### config.mk
export PLATFORM = sky130hd
export DESIGN_NAME = qmeu_ctrl
export DESIGN_NICKNAME = d
export VERILOG_FILES = /design/src/rtl/qmeu_pkg.sv /design/src/rtl/qmeu_ctrl.sv
export SDC_FILE = /design/constraint.sdc
export NUM_CORES = 1
export LEC_CHECK = 0
export BUFFER_PORTS_ARGS = -buffer_cell sky130_fd_sc_hd__buf_4
export CORE_AREA = 3 3 40 42
export DETAILED_ROUTE_END_ITERATION = 7
export DIE_AREA = 0 0 43 45
export PLACE_DENSITY = 0.59
export RECOVER_POWER = 100
export SETUP_SLACK_MARGIN = 0.15
export SYNTH_ARGS = -nofsm -noshare
export SYNTH_HDL_FRONTEND = slang
export SYNTH_SLANG_ARGS = --single-unit
### constraint.sdc
create_clock -name clk -period 1.8 [get_ports clk]
set_clock_uncertainty 0.1 [all_clocks]
set_input_delay 0.18 -clock clk [delete_from_list [all_inputs] [get_ports clk]]
set_output_delay 0.18 -clock clk [all_outputs]
set_load 0.1 [all_outputs]
### src/rtl/qmeu_pkg.sv
// ----------------------------------------------------------------------------
// qmeu_pkg
// Shared types and constants of the queue machine execute unit.
// ----------------------------------------------------------------------------
package qmeu_pkg;

	localparam int QUEUE_DEPTH    = 256;
	localparam int QADDR_W        = $clog2(QUEUE_DEPTH);
	localparam int QCOUNT_W       = $clog2(QUEUE_DEPTH + 1);
	localparam int REGISTER_COUNT = 26;
	localparam int WORD_W         = 16;
	localparam int RIDX_W         = 5;

	localparam logic [4:0] F_PUSH  = 5'd0;
	localparam logic [4:0] F_ADD   = 5'd1;
	localparam logic [4:0] F_SUB   = 5'd2;
	localparam logic [4:0] F_MUL   = 5'd3;
	localparam logic [4:0] F_DIV   = 5'd4;
	localparam logic [4:0] F_MOD   = 5'd5;
	localparam logic [4:0] F_STORE = 5'd6;
	localparam logic [4:0] F_LOAD  = 5'd7;
	localparam logic [4:0] F_PNQ   = 5'd8;
	localparam logic [4:0] F_PNR   = 5'd9;
	localparam logic [4:0] F_PCQ   = 5'd10;
	localparam logic [4:0] F_PCR   = 5'd11;
	localparam logic [4:0] F_JMP   = 5'd12;
	localparam logic [4:0] F_JZ    = 5'd13;
	localparam logic [4:0] F_JE    = 5'd14;
	localparam logic [4:0] F_JG    = 5'd15;

	localparam logic [1:0] KIND_NONE = 2'd0;
	localparam logic [1:0] KIND_NUM  = 2'd1;
	localparam logic [1:0] KIND_CHAR = 2'd2;

	localparam logic [1:0] ST_OK    = 2'd0;
	localparam logic [1:0] ST_EMPTY = 2'd1;
	localparam logic [1:0] ST_FULL  = 2'd2;

	typedef enum logic [2:0] {
		S_IDLE,
		S_POP1,
		S_POP2,
		S_DIV,
		S_DONE,
		S_OUT
	} state_t;

	// Commands from the controller to the datapath.
	typedef struct packed {
		logic latch;      // capture the instruction
		logic rd_front;   // start a read of the queue front
		logic take_x;     // capture read data as left operand, pop
		logic take_y;     // capture read data as right operand, pop
		logic div_start;
		logic div_step;
		logic finish;     // commit result and load output register
		logic out_taken;
	} cmd_t;

	// Status from the datapath to the controller.
	typedef struct packed {
		logic [4:0] func;
		logic       q_empty;
		logic       q_lt2;
		logic       div_last;
	} sts_t;

endpackage

### src/rtl/qmeu_ctrl.sv
// ----------------------------------------------------------------------------
// qmeu_ctrl
// Sequencer: pops operands, runs the divider and hands out the result word.
// ----------------------------------------------------------------------------
module qmeu_ctrl (
	input  logic           clk,
	input  logic           arst_n,
	input  logic           in_valid,
	output logic           in_stall,
	output logic           out_valid,
	input  logic           out_stall,
	input  qmeu_pkg::sts_t sts,
	output qmeu_pkg::cmd_t cmd
);

	qmeu_pkg::state_t state_q, state_d;
	logic arith, popq, need_pop, skip;
	// div_go_q marks that the divider was started and is stepping.
	logic div_go_q, y_pending_q;

	always_comb begin
		arith  = (sts.func >= qmeu_pkg::F_ADD) && (sts.func <= qmeu_pkg::F_MOD);
		popq   = (sts.func == qmeu_pkg::F_STORE) || (sts.func == qmeu_pkg::F_PNQ) ||
			(sts.func == qmeu_pkg::F_PCQ);
		need_pop = arith || popq;
		skip   = arith ? sts.q_lt2 : sts.q_empty;
	end

	// S_IDLE latches the instruction and moves to S_POP1, which issues the read.
	always_comb begin
		state_d = state_q;
		unique case (state_q)
			qmeu_pkg::S_IDLE: if (in_valid) state_d = qmeu_pkg::S_POP1;
			qmeu_pkg::S_POP1: begin
				if (!need_pop || skip) state_d = qmeu_pkg::S_DONE;
				else                   state_d = qmeu_pkg::S_POP2;
			end
			qmeu_pkg::S_POP2: begin
				if (!arith) state_d = qmeu_pkg::S_DONE;
				else        state_d = qmeu_pkg::S_DIV;
			end
			qmeu_pkg::S_DIV: begin
				// Add, subtract and multiply stay in S_DIV past the second pop until
				// y_pending_q clears, so that the product register sees both operands.
				if (sts.func != qmeu_pkg::F_DIV && sts.func != qmeu_pkg::F_MOD) begin
					if (!y_pending_q) state_d = qmeu_pkg::S_DONE;
				end else if (div_go_q && sts.div_last)
					state_d = qmeu_pkg::S_DONE;
			end
			qmeu_pkg::S_DONE: state_d = qmeu_pkg::S_OUT;
			qmeu_pkg::S_OUT:  if (!out_stall) state_d = qmeu_pkg::S_IDLE;
			default: state_d = qmeu_pkg::S_IDLE;
		endcase
	end

	always_comb begin
		cmd       = '0;
		in_stall  = (state_q != qmeu_pkg::S_IDLE);
		out_valid = (state_q == qmeu_pkg::S_OUT);
		unique case (state_q)
			qmeu_pkg::S_IDLE: cmd.latch = in_valid;
			qmeu_pkg::S_POP1: begin
				cmd.rd_front = 1'b1;
			end
			qmeu_pkg::S_POP2: begin
				cmd.take_x   = 1'b1;
				cmd.rd_front = arith;
			end
			qmeu_pkg::S_DIV: begin
				cmd.take_y    = y_pending_q;
				cmd.div_start = !y_pending_q && !div_go_q;
				cmd.div_step  = div_go_q;
			end
			qmeu_pkg::S_DONE: cmd.finish = 1'b1;
			qmeu_pkg::S_OUT:  cmd.out_taken = !out_stall;
			default: ;
		endcase
	end

	always_ff @(posedge clk or negedge arst_n) begin
		if (!arst_n) begin
			state_q     <= qmeu_pkg::S_IDLE;
			div_go_q    <= 1'b0;
			y_pending_q <= 1'b0;
		end else begin
			state_q <= state_d;
			if (state_q == qmeu_pkg::S_POP2) begin
				y_pending_q <= arith;
				div_go_q    <= 1'b0;
			end else if (state_q == qmeu_pkg::S_DIV) begin
				y_pending_q <= 1'b0;
				if (cmd.div_start) div_go_q <= 1'b1;
			end
		end
	end

	a_out_only_in_out: assert property (@(posedge clk) disable iff (!arst_n)
		out_valid |-> in_stall) else $error("result shown while accepting");
	a_finish_then_out: assert property (@(posedge clk) disable iff (!arst_n)
		cmd.finish |=> out_valid) else $error("finish not followed by output");
	a_accept_idle: assert property (@(posedge clk) disable iff (!arst_n)
		cmd.latch |=> (state_q == qmeu_pkg::S_POP1)) else $error("bad start");

endmodule

Word level (Yosys, flattened, before mapping):

Index checks and enable logic that the tools add are counted.

* input port bits: 12
* output and inout bits: 10
* logic and storage cells: 57
* register bits after elaboration: 5

* equal/unequal tests: 14
* mux-type cells: 20
* reductions and logical operators: 18
* $lt $le $gt $ge: 2

Operator list (count)
* $mux W3: 8
* $pmux W3 S6: 1
* $eq A5 B4 Y1 const B: 2
* $mux W1: 10
* $ne A5 B3 Y1 const B: 2
* $eq A3 B2 Y1 const B: 2
* $eq A3 B3 Y1 const B: 2
* $ne A3 B3 Y1 const B: 2
* $eq A5 B3 Y1 const B: 1
* $ge A5 B1 Y1 const B: 1
* $le A5 B3 Y1 const B: 1
* $logic_and A1 B1 Y1: 4
* $logic_not A1 Y1: 4
* $logic_or A1 B1 Y1: 4
* $ne A2 B2 Y1 const B: 2
* $reduce_and A4 Y1: 1
* $reduce_bool A2 Y1: 2
* $eq A3 B1 Y1 const B: 1
* $logic_not A3 Y1: 1
* $reduce_bool A3 Y1: 1
* $pmux W1 S2: 1
* $reduce_and A2 Y1: 1

Longest topological paths before layout:

Gate-level depths: netlist of the first run.

* word-level depth: 8
* depth in mapped cells: 5
* mapped depth without buffers: 4

Worst setup path after synthesis of the first run:

Ideal clock, no wire load.

* path type: reg-to-output
* start: register state_q[2]
* end: output cmd[0] (netlist bit)
* data required time: 1.520 ns
* path slack: -1.445 ns
* data arrival time: 2.965 ns
* path buffers: 1
* stages on the path, launching flop included: 5
* path through: dfrtp_1 clkbuf_1 nor2b_1 and2_1 nor2b_1

RTL lines
* start: declaration: line qmeu_ctrl.sv:16 `qmeu_pkg::state_t state_q, state_d;`
* start signal: assignment: line qmeu_ctrl.sv:82 `state_q <= qmeu_pkg::S_IDLE;`
* start signal: assignment: line qmeu_ctrl.sv:86 `state_q <= state_d;`
* end: declaration: line qmeu_ctrl.sv:13 `output qmeu_pkg::cmd_t cmd`

==> impl_metrics.yaml, run 1 <==
pwr:
  finalPower_mw: 1.50
  p_leak_nw: 0.381
  ir_worst_vdd_v: 0.00154
  p_per_area_nw_per_um2: 1790
critical_path:
  worstPathArrival_ns: 1.44
  critPathKind: "reg2out"
  cp_max_fo: 6
  cp-end-kind: "primary output"
  r2r_slack_ns: 0.20
  crit_buf_inv: 1
  cp-startpoint: "state_q[2]$_DFFE_PN0P_"
  required_ns: 1.52
  crit_end: "cmd[7]"
  cp.depth: 3
  crit_slowest_cell: "dfrtp_1"
  cp_top_family: "simple AND/OR/NAND/NOR gates"
  reg2reg_depth: 5
  r2r_end: "state_q[2]$_DFFE_PN0P_"
  cp-start-kind: "register"
  crit_chain: "or3_4 -> nor2_4 -> buf_8"
  reg2reg_from: "state_q[2]$_DFFE_PN0P_"
  slowest_delay_ns: 0.46
timing:
  period_needed_ns: 1.72
  drv_slew: 0
  finalHoldViolCount: 0
  fin_crit_sh_pct: 95.6
  tightest_slew_ns: 0.362
  hold-worst-slack_ns: 0.0979
  finalSetupViolCount: 0
  fmax_mhz: 581
  slew_headroom_pct: 75.5
  rsz0062_at_grt: "yes"
  final.setup.tns_ns: 0
logic_synthesis:
  synth_cell_types: 30
  ys_warn_count: 0
  yosys_most_used_dff: "dfrtp_1"
  synth-seq-cells: 5
  yosys.area.top_type: "dfrtp_1"
  synth_area_sq_um: 435
  synth_seq_area_share_pct: 28.7
  synth_top_area_share_pct: 28.7
  synth_area_leaders: "dfrtp_1 29%, nand2_1 6.0%, mux2i_1 4.6%"
  synth_nets: 67
  yosysMostFrequentCell: "nand2_1"
  ys_top_cells_by_count: "7 x nand2_1, 5 x dfrtp_1, 4 x inv_1"
  avgSynthCellArea_sq_um: 7.92
  synth-async-reset-ratio_pct: 100
  syn_inst: 55
  synth_edf_count: 0
place:
  gp_congestion: 0.715
  hpwl_microns: 932
  io_buffers: 21
worst_hold_path:
  hp-class: "in2reg"
drt:
  first_pass_iters: 3
  drt-total-wl_microns: 1350
  route.detailed.drc: 0
  routed-via-count: 561
  wire_per_inst_microns: 12.8
  via_per_inst: 5.34
  ant_nets: 0
  dr.first_iter.drc_count: 8
final_layout:
  layout.nets: 103
  drive_gt1_share_pct: 57.8
  n_antenna_cell: 0
  area_growth_pct: 92.8
flow_run:
  maxCapViolCount: 0
floorplanning:
  die_area_sq_um: 1940
  initial_core_util_pct: 33.9
  die_h_microns: 45
  die_w_microns: 43
  num_rows: 13
  pin_count: 22
  core-area_sq_um: 1280
global_routing:
  grt_pass1_wl_microns: 2340
  grt_pass1_vias: 560
  globalRouteTotalUtil_pct: 16.0
  grt_start_max_net_pins: 7
  antenna_found_initial: 0
  overflow: 0
clock_tree:
  insertion_delay_ns: 0.24
  cts_tree: "built"
  cts-htree-levels: 1
  cts-root-buf: "clkbuf_4"
  cts-buffers-inserted: 3
  path_clk_slew_ns: 0.05
  cts_max_path_buffers: 2
  cts_sinks: 5
status:
  status: "completed"
## routing by layer
metal	vias to the layer above	track usage, %	wire [microns]
li1	268	-	-
met2	19	26.9	675
met5	-	0	0
met4	0	3.61	14
met1	272	19.8	571
met3	2	5.58	87
## per-stage QoR
stage | utilization (%) | setup WS [ns] | cells | instance area (sq um)
after floorplan | - | -0.0682 | 55 | 515
after global placement | 52.7 | 0.172 | 90 | 677
after detailed placement | 52.7 | 0.172 | 90 | 677
after CTS | 67.0 | 0.0839 | 104 | 861
after global routing | 65.3 | 0.0278 | 105 | 840
final | 65.3 | 0.0801 | 105 | 840
## how the worst min path moves through the flow
stage | startpoint | end | slack (ns) | cells after the start
after floorplan | arst_n | div_go_q$_DFFE_PN0P_ | -0.22 | 0
after global placement | arst_n | div_go_q$_DFFE_PN0P_ | -0.12 | 1
after detailed placement | arst_n | div_go_q$_DFFE_PN0P_ | -0.11 | 1
after CTS | in_valid | state_q[0]$_DFFE_PN0P_ | 0.09 | 2
after global routing | in_valid | state_q[0]$_DFFE_PN0P_ | 0.09 | 2
final | in_valid | state_q[0]$_DFFE_PN0P_ | 0.1 | 2
## kinds of logic after synthesis
group           Yosys count  synth area share, %
simple gates             27                 35.9
compound gates           14                 24.4
buf+inv                   7                 6.32
flops                     5                 28.7
mux                       2                 4.60
## layout by cell type (no fill, tap or decap), drive strengths merged, types with 3 or more instances in the layout
cell type | synthesis | final
a21oi | 3 | 3
and2 | 3 | 3
buf | 1 | 28
clkbuf | 2 | 8
dfrtp | 5 | 5
inv | 4 | 3
nand2 | 7 | 7
nor2b | 3 | 3
nor3 | 3 | 3
## state kept, by name, indices dropped and copies added, names as in the netlist
name	cells
y_pending_q	1
div_go_q	1
state_q	3
## area by class of cell
type                       count  area, sq um
timing repair buffer          34          299
clock inverter                 1         5.00
multi-input combinational     43          349
sequential                     5          126
fill                         118          445
clock buffer                   3         22.5
tap                           15         18.8
inverter                       4         18.8
## report_power, final
group          internal [mW]  switching (mW)  leakage (nW)
Clock                 0.0805          0.0495        0.0177
Combinational          0.422           0.707         0.302
Sequential             0.160          0.0846        0.0616
## repair_timing
action                                  CTS  global route
hold buffers                              1             0
gates resized for setup                  21             2
hold endpoints to repair                  5             0
pin swaps                                 5             3
endpoints found under the setup margin   10            11
buffers inserted                          9             1
(Power assumes the default switching activity.)
==> inputs of run 2 (changes only) <==
--- a/config.mk
+++ b/config.mk
@@ -10,7 +10,7 @@
 export DETAILED_ROUTE_END_ITERATION = 7
 export DIE_AREA = 0 0 43 45
 export PLACE_DENSITY = 0.59
-export RECOVER_POWER = 100
+export RECOVER_POWER = 50
 export SETUP_SLACK_MARGIN = 0.15
 export SYNTH_ARGS = -nofsm -noshare
 export SYNTH_HDL_FRONTEND = slang
==> impl_metrics.yaml, run 2 (synthesis results as in run 1) <==
pwr:
  p_per_area_nw_per_um2: 1780
  power.internal_mw: 0.682
  p_switching_mw: 0.845
  power_frac_clock_pct: 8.5
  p_leak_nw: 0.388
  ir_worst_vdd_v: 0.00154
  swShare_pct: 55.4
  p_seq_share_pct: 16.0
  comb_power_share_pct: 75.4
timing:
  fin_crit_sh_pct: 95.0
  drv_slew: 0
  rsz0062_at_grt: "yes"
  final.setup.tns_ns: 0
  tightest_slew_ns: 0.362
  finalSetupViolCount: 0
  slew_headroom_pct: 75.5
  finalHoldViolCount: 0
  period_needed_ns: 1.71
  hold-worst-slack_ns: 0.0979
  fmax_mhz: 585
  layout_setup_ws_ns: 0.0892
final_layout:
  layout.nets: 103
  n_antenna_cell: 0
  fin_cells: 105
  drive_gt1_share_pct: 57.8
  largest_register_ff_count: 3
  reg_top3: "state_q (3), div_go_q (1), y_pending_q (1)"
  mostFrequentLayoutCells: "23 x buf_4, 6 x nand2_1, 5 x buf_12"
  top_register: "state_q"
  final_common_cell: "buf_4"
  area_growth_pct: 96.8
floorplanning:
  pin_count: 22
  die_h_microns: 45
  die_w_microns: 43
  core-area_sq_um: 1280
  initial_core_util_pct: 33.9
  num_rows: 13
  die_area_sq_um: 1940
clock_tree:
  cts-buffers-inserted: 3
  cts_max_path_buffers: 2
  cts-htree-levels: 1
  insertion_delay_ns: 0.24
  path_clk_slew_ns: 0.05
  cts_tree: "built"
  cts-root-buf: "clkbuf_4"
  cts_sinks: 5
critical_path:
  r2r_end: "state_q[2]$_DFFE_PN0P_"
  crit_end: "cmd[7]"
  r2r_slack_ns: 0.20
  required_ns: 1.52
  cp_max_fo: 6
  crit_slowest_cell: "dfrtp_1"
  worstPathArrival_ns: 1.43
  crit_chain: "or3_4 -> nor2_4 -> buf_12"
  cp-start-kind: "register"
  crit_buf_inv: 1
  reg2reg_depth: 5
  cp.depth: 3
  cp-startpoint: "state_q[2]$_DFFE_PN0P_"
  cp_top_family: "simple AND/OR/NAND/NOR gates"
  cp-end-kind: "primary output"
  critPathKind: "reg2out"
  slowest_delay_ns: 0.46
  reg2reg_from: "state_q[2]$_DFFE_PN0P_"
place:
  hpwl_microns: 932
  io_buffers: 21
  gp_congestion: 0.715
  pre_cts_slack_ns: 0.172
  dp.cells: 90
global_routing:
  grt_use_met2_pct: 26.9
  use_met1_pct: 19.8
  grt_pass1_vias: 560
  grt_most_used_layer: "met2"
  globalRouteTotalUtil_pct: 16.0
  overflow: 0
  antenna_found_initial: 0
  grt_pass1_wl_microns: 2340
  met3_usage_pct: 5.58
  grt_start_max_net_pins: 7
status:
  status: "completed"
drt:
  dr.first_iter.drc_count: 8
  first_pass_iters: 3
  wire_per_inst_microns: 12.8
  routed-via-count: 561
  via_per_inst: 5.34
  ant_nets: 0
  drt-total-wl_microns: 1350
  route.detailed.drc: 0
flow_run:
  maxCapViolCount: 0
worst_hold_path:
  hp-class: "in2reg"
==> run 2: per-stage QoR <==
step / util (%) / area, sq um / power, mW
floorplan: - / 515 / 1.03
global placement: 52.7 / 677 / 1.17
detailed placement: 52.7 / 677 / 1.17
CTS: 67.0 / 861 / 1.53
global route: 66.7 / 857 / 1.60
finish: 66.7 / 857 / 1.53
==> run 2: worst min-delay path by stage <==
stage | from | slack [ns] | cells after the start | end
4_1_cts | in_valid | 0.09 | 2 | state_q[0]$_DFFE_PN0P_
3_5_place_dp | arst_n | -0.11 | 1 | div_go_q$_DFFE_PN0P_
5_1_grt | in_valid | 0.09 | 2 | state_q[0]$_DFFE_PN0P_
6_report | in_valid | 0.1 | 2 | state_q[0]$_DFFE_PN0P_
2_1_floorplan | arst_n | -0.22 | 0 | div_go_q$_DFFE_PN0P_
3_3_place_gp | arst_n | -0.12 | 1 | div_go_q$_DFFE_PN0P_
==> run 2: power by group through the flow <==
stage,Clock (mW),Sequential [mW],Combinational (mW)
global placement,0,0.276,0.896
floorplan,0,0.198,0.830
global route,0.145,0.255,1.20
detailed placement,0,0.272,0.894
finish,0.130,0.245,1.15
CTS,0.137,0.248,1.14
==> run 2: what timing repair did <==
| item | in CTS | in global routing |
|---|---|---|
| pin swaps | 5 | 3 |
| endpoints found under the setup margin | 10 | 11 |
| setup buffers | 9 | 1 |
| gates resized for setup | 21 | 2 |
| hold endpoints to repair | 5 | 0 |
| hold buffers | 1 | 0 |
==> run 2: cell type report <==
class	count	area (sq um)
Clock buffer	3	22.5
Clock inverter	1	5.00
Fill cell	112	428
Inverter	4	18.8
Multi-Input combinational cell	43	349
Sequential cell	5	126
Tap cell	15	18.8
Timing Repair Buffer	34	317
==> run 2: per-layer routing <==
metal | up-vias | share of wire (%)
met1 | 272 | 43
li1 | 268 | -
met4 | 0 | 1.0
met3 | 2 | 6.2
met5 | - | 0
met2 | 19 | 50
